[src/design/fcj_pkg.sv]
`timescale 1ns / 1ps

package fcj_pkg;

    localparam int COORD_W      = 16;
    localparam int SEG_W        = COORD_W + 1;
    localparam int MAX_SEG      = 3;
    localparam int AFB          = 8;
    localparam int ACC_FRAC     = 16;
    localparam int CORDIC_STEPS = 20;
    localparam int ROOT_STEPS   = 32;
    localparam int PROD_LIM_BIT = 30;

    localparam int MUL_W    = 31;
    localparam int PROD_W   = 2 * MUL_W;
    localparam int ACC_W    = 36;
    localparam int CROSS_W  = 34;
    localparam int DOT_W    = 35;
    localparam int SQ_W     = 64;
    localparam int ROT_W    = 36;
    localparam int Z_W      = 26;
    localparam int ANG_W    = 8 + AFB;
    localparam int BEND_W   = ANG_W + 2;
    localparam int FULL_W   = 10;
    localparam int NUM_W    = BEND_W + ACC_FRAC - AFB;
    localparam int STEP_W   = 6;
    localparam int REG_W    = 8;
    localparam int NREG     = 6;
    localparam int CFG_IDX_W = 3;
    localparam int FINGER_W = 3;
    localparam int CURL_W   = 16;
    localparam int CNT_W    = 3;

    localparam int ANGLE_SHIFT = ACC_FRAC - AFB;
    localparam int ANGLE_ROUND = (1 << ANGLE_SHIFT) >> 1;

    localparam int MUL_LAST = 9;
    localparam int SQR_LAST = 3;

    localparam logic [CFG_IDX_W-1:0] REG_THUMB0 = 3'd0;
    localparam logic [CFG_IDX_W-1:0] REG_DIGIT0 = 3'd3;

    typedef struct packed {
        logic              accept;
        logic              first;
        logic              mul;
        logic              norm;
        logic              sqr;
        logic              root;
        logic              rot;
        logic              upd;
        logic              div;
        logic              load;
        logic [STEP_W-1:0] step;
    } cmd_t;

    typedef struct packed {
        logic angle_due;
        logic zero;
        logic big;
    } stat_t;

    function automatic logic [REG_W-1:0] cfg_reset(input logic [CFG_IDX_W-1:0] idx);
        logic [REG_W-1:0] v;
        unique case (idx)
            3'd0:    v = 8'd60;
            3'd1:    v = 8'd60;
            3'd2:    v = 8'd80;
            3'd3:    v = 8'd90;
            3'd4:    v = 8'd100;
            3'd5:    v = 8'd80;
            default: v = 8'd0;
        endcase
        return v;
    endfunction

    // atan(2^-i) in degrees, 16 fraction bits
    function automatic logic signed [Z_W-1:0] atan_val(input logic [4:0] i);
        logic signed [Z_W-1:0] v;
        unique case (i)
            5'd0:    v = Z_W'(2949120);
            5'd1:    v = Z_W'(1740967);
            5'd2:    v = Z_W'(919879);
            5'd3:    v = Z_W'(466945);
            5'd4:    v = Z_W'(234379);
            5'd5:    v = Z_W'(117304);
            5'd6:    v = Z_W'(58666);
            5'd7:    v = Z_W'(29335);
            5'd8:    v = Z_W'(14668);
            5'd9:    v = Z_W'(7334);
            5'd10:   v = Z_W'(3667);
            5'd11:   v = Z_W'(1833);
            5'd12:   v = Z_W'(917);
            5'd13:   v = Z_W'(458);
            5'd14:   v = Z_W'(229);
            5'd15:   v = Z_W'(115);
            5'd16:   v = Z_W'(57);
            5'd17:   v = Z_W'(29);
            5'd18:   v = Z_W'(14);
            5'd19:   v = Z_W'(7);
            default: v = '0;
        endcase
        return v;
    endfunction

    // shift of the magnitude, sign kept
    function automatic logic signed [ROT_W-1:0] shr_sym(input logic signed [ROT_W-1:0] v,
                                                        input logic [4:0] s);
        logic [ROT_W-1:0] m;
        m = v[ROT_W-1] ? $unsigned(-v) : $unsigned(v);
        m = m >> s;
        return v[ROT_W-1] ? -$signed(m) : $signed(m);
    endfunction

endpackage

[src/design/fcj_ctrl.sv]
`timescale 1ns / 1ps

module fcj_ctrl (
    input  logic            clk,
    input  logic            rst_n,
    input  logic            in_valid,
    output logic            in_stall,
    input  logic            first_of_chain,
    input  logic            last_of_chain,
    output logic            out_valid,
    input  logic            out_stall,
    input  fcj_pkg::stat_t  stat,
    output fcj_pkg::cmd_t   cmd
);

    typedef enum logic [8:0] {
        S_IDLE = 9'b000000001,
        S_MUL  = 9'b000000010,
        S_NORM = 9'b000000100,
        S_SQR  = 9'b000001000,
        S_ROOT = 9'b000010000,
        S_ROT  = 9'b000100000,
        S_UPD  = 9'b001000000,
        S_DIV  = 9'b010000000,
        S_EMIT = 9'b100000000
    } state_t;

    state_t                      state_reg, state_next;
    logic [fcj_pkg::STEP_W-1:0]  step_reg, step_next;
    logic                        last_reg, last_next;
    logic                        out_valid_reg, out_valid_next;
    logic                        accept;
    logic                        load;

    assign accept = in_valid && (state_reg == S_IDLE);

    always_comb
    begin
        state_next = state_reg;
        step_next  = step_reg + fcj_pkg::STEP_W'(1);
        load       = 1'b0;
        unique case (state_reg)
            S_IDLE:
            begin
                step_next = '0;
                if (accept)
                begin
                    if (first_of_chain)
                        state_next = last_of_chain ? S_EMIT : S_IDLE;
                    else
                        state_next = stat.angle_due ? S_MUL : S_UPD;
                end
            end
            S_MUL:
            begin
                if (step_reg == fcj_pkg::STEP_W'(fcj_pkg::MUL_LAST))
                begin
                    state_next = S_NORM;
                    step_next  = '0;
                end
            end
            S_NORM:
            begin
                step_next = '0;
                if (stat.zero)
                    state_next = S_UPD;
                else if (!stat.big)
                    state_next = S_SQR;
            end
            S_SQR:
            begin
                if (step_reg == fcj_pkg::STEP_W'(fcj_pkg::SQR_LAST))
                begin
                    state_next = S_ROOT;
                    step_next  = '0;
                end
            end
            S_ROOT:
            begin
                if (step_reg == fcj_pkg::STEP_W'(fcj_pkg::ROOT_STEPS - 1))
                begin
                    state_next = S_ROT;
                    step_next  = '0;
                end
            end
            S_ROT:
            begin
                if (step_reg == fcj_pkg::STEP_W'(fcj_pkg::CORDIC_STEPS))
                begin
                    state_next = S_UPD;
                    step_next  = '0;
                end
            end
            S_UPD:
            begin
                step_next  = '0;
                state_next = last_reg ? S_DIV : S_IDLE;
            end
            S_DIV:
            begin
                if (step_reg == fcj_pkg::STEP_W'(fcj_pkg::NUM_W))
                begin
                    state_next = S_EMIT;
                    step_next  = '0;
                end
            end
            S_EMIT:
            begin
                step_next = '0;
                if (!out_valid_reg || !out_stall)
                begin
                    load       = 1'b1;
                    state_next = S_IDLE;
                end
            end
            default:
            begin
                state_next = S_IDLE;
                step_next  = '0;
            end
        endcase
    end

    assign last_next      = accept ? last_of_chain : last_reg;
    assign out_valid_next = load || (out_valid_reg && out_stall);

    always_ff @(posedge clk or negedge rst_n)
    begin
        if (!rst_n)
        begin
            state_reg     <= S_IDLE;
            step_reg      <= '0;
            last_reg      <= 1'b0;
            out_valid_reg <= 1'b0;
        end
        else
        begin
            state_reg     <= state_next;
            step_reg      <= step_next;
            last_reg      <= last_next;
            out_valid_reg <= out_valid_next;
        end
    end

    assign in_stall  = (state_reg != S_IDLE);
    assign out_valid = out_valid_reg;

    always_comb
    begin
        cmd        = '0;
        cmd.accept = accept;
        cmd.first  = first_of_chain;
        cmd.mul    = (state_reg == S_MUL);
        cmd.norm   = (state_reg == S_NORM);
        cmd.sqr    = (state_reg == S_SQR);
        cmd.root   = (state_reg == S_ROOT);
        cmd.rot    = (state_reg == S_ROT);
        cmd.upd    = (state_reg == S_UPD);
        cmd.div    = (state_reg == S_DIV);
        cmd.load   = load;
        cmd.step   = step_reg;
    end

endmodule

[config.mk]
export PLATFORM = sky130hd
export DESIGN_NAME = fcj_ctrl
export DESIGN_NICKNAME = d
export VERILOG_FILES = /design/src/design/fcj_pkg.sv /design/src/design/fcj_ctrl.sv
export SDC_FILE = /design/constraint.sdc
export NUM_CORES = 1
export LEC_CHECK = 0
export BUFFER_PORTS_ARGS = -buffer_cell sky130_fd_sc_hd__buf_2
export CAP_MARGIN = 20
export CORE_ASPECT_RATIO = 1.5
export CORE_UTILIZATION = 56
export CTS_CLUSTER_DIAMETER = 40
export DETAILED_ROUTE_END_ITERATION = 16
export PLACE_DENSITY_LB_ADDON = 0.2
export SLEW_MARGIN = 20
export SYNTH_ARGS = -nofsm -noshare
export SYNTH_HDL_FRONTEND = slang
export SYNTH_SLANG_ARGS = --single-unit
[constraint.sdc]
create_clock -name clk -period 3.7 [get_ports clk]
set_input_delay 0.74 -clock clk [delete_from_list [all_inputs] [get_ports clk]]
set_output_delay 0.74 -clock clk [all_outputs]
set_load 0.01 [all_outputs]
Word level (Yosys, flattened, before mapping)
Cells that the tools add are included.
{"block": "classes", "addsub": 1, "n_eq_ne": 23, "n_mux": 22, "n_reduce_logical": 7}
{"cell": "two-way mux 9 bit", "n": 11}
{"cell": "one-hot mux 9 bit (9 select lines)", "n": 1}
{"cell": "two-way mux 6 bit", "n": 5}
{"cell": "one-hot mux 6 bit (5 select lines)", "n": 1}
{"cell": "equality test 6 x 5 -> 1 bit (second input constant)", "n": 3}
{"cell": "!= test 2 x 1 -> 1 bit (second input constant)", "n": 5}
{"cell": "equality test 9 x 1 -> 1 bit (second input constant)", "n": 1}
{"cell": "equality test 9 x 2 -> 1 bit (second input constant)", "n": 1}
{"cell": "equality test 9 x 3 -> 1 bit (second input constant)", "n": 1}
{"cell": "equality test 9 x 4 -> 1 bit (second input constant)", "n": 1}
{"cell": "equality test 9 x 5 -> 1 bit (second input constant)", "n": 1}
{"cell": "equality test 9 x 6 -> 1 bit (second input constant)", "n": 1}
{"cell": "equality test 9 x 7 -> 1 bit (second input constant)", "n": 1}
{"cell": "equality test 9 x 8 -> 1 bit (second input constant)", "n": 1}
{"cell": "equality test 9 bit (second input constant)", "n": 1}
{"cell": "!= test 9 x 1 -> 1 bit (second input constant)", "n": 1}
{"cell": "two-way mux 8 bit", "n": 1}
{"cell": "AND reduction 8 bit", "n": 1}
{"cell": "two-way mux 7 bit", "n": 1}
{"cell": "adder 6 x 1 -> 6 bit (second input constant)", "n": 1}
{"cell": "equality test 6 x 2 -> 1 bit (second input constant)", "n": 1}
{"cell": "equality test 6 x 4 -> 1 bit (second input constant)", "n": 1}
{"cell": "!= test 2 bit (second input constant)", "n": 2}
{"cell": "!= test 3 bit (second input constant)", "n": 1}
{"cell": "other kinds (4)", "n": 8}
{"block": "word_totals", "ff_bits": 17, "input_bits": 9, "output_inout_bits": 18, "word_cells": 57}

Logic depth before layout (Yosys ltp)
{"block": "depth", "word_depth": 5, "mapped_depth": 8, "ltp_nobuf": 7}

Least setup slack after synthesis
OpenSTA, ideal clock, no wires.
{"block": "synth_path", "kind": "reg2out", "startpoint": "reg state_reg[3]", "endpoint": "out cmd[15] in the netlist's numbering", "arrival_time_ns": 1.312, "t_required_ns": 2.960, "slack_ns": 1.648, "stages_incl_launch_ff": 7, "cell_sequence": "dfrtp_1 clkbuf_1 nor3_2 and2_1 and3_1 and2_1 buf_4"}
{"block": "synth_between", "elab_chain_cells": 2}
{"element": "start, declared", "line_no": "fcj_ctrl.sv:28", "rtl": "state_t state_reg, state_next;"}
{"element": "start signal, assigned", "line_no": "fcj_ctrl.sv:138", "rtl": "state_reg <= state_next;"}
{"element": "equality test 9 x 1 -> 1 bit", "line_no": "fcj_ctrl.sv:35", "rtl": "assign accept = in_valid && (state_reg == S_IDLE);"}
{"element": "logical AND 1 bit", "line_no": "fcj_ctrl.sv:35"}
{"element": "end, declared", "line_no": "fcj_ctrl.sv:13", "rtl": "output fcj_pkg::cmd_t cmd"}
No other way between the ends.

==> flow_summary_export.csv <==
group,metric,value,unit
detailed_routing,firstDrtPassIters,4,
timing,fmax,386,MHz
setup_path,ff2ff_setup_slack,1.57,ns
global_route,grt_pass1_wl,4110,um
timing,rsz0062_at_grt,"false",
detailed_routing,avgRoutedWirePerCell,15.2,um
cells_and_area,fill_cells,154,
detailed_routing,avgViaCountPerCell,6.06,
placed_design,routabilityCongestion,0.872,
timing,hold_viol_final,0,
setup_path,cp-end-kind,"output port",
logic_synthesis,yosysWarnings,0,
setup_path,reg2reg_to,"state_reg[3]$_DFFE_PN0P_",
setup_path,worstSetupStartpointType,"flop",
pwr,ir_worst_vdd,0.000539,V
detailed_routing,vias,1012,
timing,tns,0,ns
logic_synthesis,synth_edf_count,0,
detailed_routing,antenna_left,0,
setup_path,arrival,1.85,ns
timing,relSlewSlack,70.1,%
die,initial_core_util,60.1,%
clocking,cts.htree.levels,1,
detailed_routing,drtIter0Drc,28,
global_route,grtUsageMet3,2.37,%
die,pin_count,27,
clocking,cts_buffers,3,
logic_synthesis,ys_types,39,
setup_path,reg2regPathDepth,7,
logic_synthesis,syn_area,1100,sq um
pwr,powerDensity,570,nW/um^2
global_route,grt_pass1_vias,938,
global_route,grt-ovfl-total,0,
logic_synthesis,synth_nets,135,
clocking,cts.sinks,17,
detailed_routing,drc_errors,0,
setup_path,cp.required,2.96,ns
clocking,holdBufCountCts,0,
timing,fin_crit,2.59,ns
setup_path,r2r_start,"step_reg[0]$_DFF_PN0_",
logic_synthesis,syn_area_per_cell,9.01,sq um
placed_design,placedCellCount,163,
cells_and_area,final_cells,167,
logic_synthesis,synth_cells,122,
logic_synthesis,synth_ff_type,"dfrtp_1",
global_route,use_met2,46.5,%
timing,worst_pin_slew,0.445,ns
cells_and_area,area_growth,13.4,%
die,die_w,38.2,um
cells_and_area,antenna_cells,0,
setup_path,worst-setup-path-type,"flop to output port",
timing,fin_skew,0.00224,ns
logic_synthesis,ys_seq_area_share,38.8,%
job,cap_viol_max_count,0,
detailed_routing,routed_wirelength,2530,um
die,die_y,56.3,um
clocking,cts-root-buf,"clkbuf_4",
global_route,track_usage,26.3,%
placed_design,io_buffers,26,
clocking,clkTransAtPathRegs,0.09,ns
die,rows,19,
global_route,antenna_found_initial,0,
timing,final_max_slew_viol_count,0,
die,die-area,2150,sq um
timing,min_period_over_period,70.0,%
clocking,cts-resized-gates,0,
die,core_area,1830,sq um
global_route,grt_max_degree,18,
clocking,clkLatencyLatePin,0.28,ns
outcome,status,"finished, final reports clean",
cells_and_area,drive_above_1_share,26.7,%
cells_and_area,multiInputGateArea,601,sq um
logic_synthesis,ys_async_sr_fraction,100,%
cells_and_area,seqCellArea,427,sq um
global_route,grt_most_used_layer,"met2",
pwr,p_leak,0.000628,uW
clocking,cts_buffer_depth,2,
setup_path,path_max_fanout,7,
worst_hold_path,min_path_type,"input port to asynchronous set/reset pin",
clocking,cts_post_setup_buffers_inserted,0,
cells_and_area,largest_reg_flops,9,
placed_design,post-dp-hpwl,1950,um
cells_and_area,nNetsFinal,160,
logic_synthesis,synth-seq-cells,17,
timing,setup_violations,0,
clocking,tritoncts,"done",
global_route,grt_use_met1,31.6,%
==> layer usage <==
metal	part of all wire [%]	wire (um)	up-vias
li1	-	-	477
met1	37	940	494
met2	57	1440	37
met3	4.4	112	4
met4	1.4	36	0
met5	0	0	-
==> report_power, final <==
group / internal [uW] / total [uW] / switching [uW]
combinational: 139 / 337 / 197
sequential: 226 / 278 / 52.0
clock: 41.8 / 96.2 / 54.4
==> Yosys cell counts (2+ instances only) <==
library cell,count,area [sq um]
inv_1,10,37.5
o21ai_0,6,30.0
a31oi_1,2,12.5
o21ai_1,3,15.0
nor3_1,4,20.0
xor2_1,3,26.3
nand3_1,3,15.0
clkbuf_1,2,7.51
dfrtp_1,16,400
nor2_1,17,63.8
o22ai_1,3,18.8
xnor2_1,3,26.3
a21oi_1,3,15.0
nand2_1,9,33.8
nand4_1,5,31.3
buf_4,3,22.5
and3_1,4,25.0
ha_1,4,50.1
and2_1,2,12.5
==> placed cells by master, fill, tap and decap left out, types with 2 or more instances in the layout <==
master    count
o22ai_1       3
nand3_1       3
xnor2_1       3
nor3_1        4
nor2_1       17
ha_1          4
o21ai_0       6
and3_1        4
buf_2        26
nand2_1       9
dfrtp_1      16
nand4_1       5
a31oi_1       2
inv_1        10
xor2_1        3
clkbuf_4      3
a21oi_1       3
and2_1        2
o21ai_1       3
==> logic make-up (layout without fill, tap and decap cells) <==
family / Yosys count / in the layout / share of synthesized area (%)
buffers and inverters: 16 / 40 / 6.60
and+or+nand+nor: 54 / 54 / 26.2
DFF: 17 / 17 / 38.8
adders and majority gates: 4 / 4 / 4.55
AOI/OAI and AO/OA: 25 / 25 / 19.1
xor gates and xnor gates: 6 / 6 / 4.78
==> per-stage QoR <==
stage,power (uW),setup slack (ns),utilization (%),hold slack [ns],area (sq um)
finish,711,1.11,68.1,0.360,1250
global route,769,0.956,68.1,0.380,1250
CTS,710,1.15,68.1,0.362,1250
detailed placement,613,1.48,66.7,0.487,1220
global placement,605,1.53,66.7,0.487,1220
floorplan,526,1.65,-,0.444,1100
==> final cells by class <==
class,instances,share of cell area [%]
clock buffers,4,2.11
inverters,10,3.01
multi-input cells,89,48.1
flip-flops and latches,17,34.2
well taps,21,2.11
repair buffers,26,10.4
==> worst max-delay path by stage <==
stage	cells after the start	slack, ns	from	to
finish	4	1.11	state_reg[6]$_DFFE_PN0P_	cmd[10]
CTS	4	1.15	state_reg[6]$_DFFE_PN0P_	cmd[10]
detailed placement	4	1.48	state_reg[6]$_DFFE_PN0P_	cmd[10]
floorplan	6	1.65	state_reg[3]$_DFFE_PN0P_	cmd[15]
global placement	4	1.53	state_reg[6]$_DFFE_PN0P_	cmd[10]
global route	4	0.96	state_reg[6]$_DFFE_PN0P_	cmd[10]
==> critical path, stage by stage (launching register included) <==
cell and delay, ns:
dfrtp_1 0.46, nor4_2 0.49, nand4b_1 0.34, inv_1 0.15, buf_2 0.14
No activity file was read; power rests on OpenSTA's default activity.
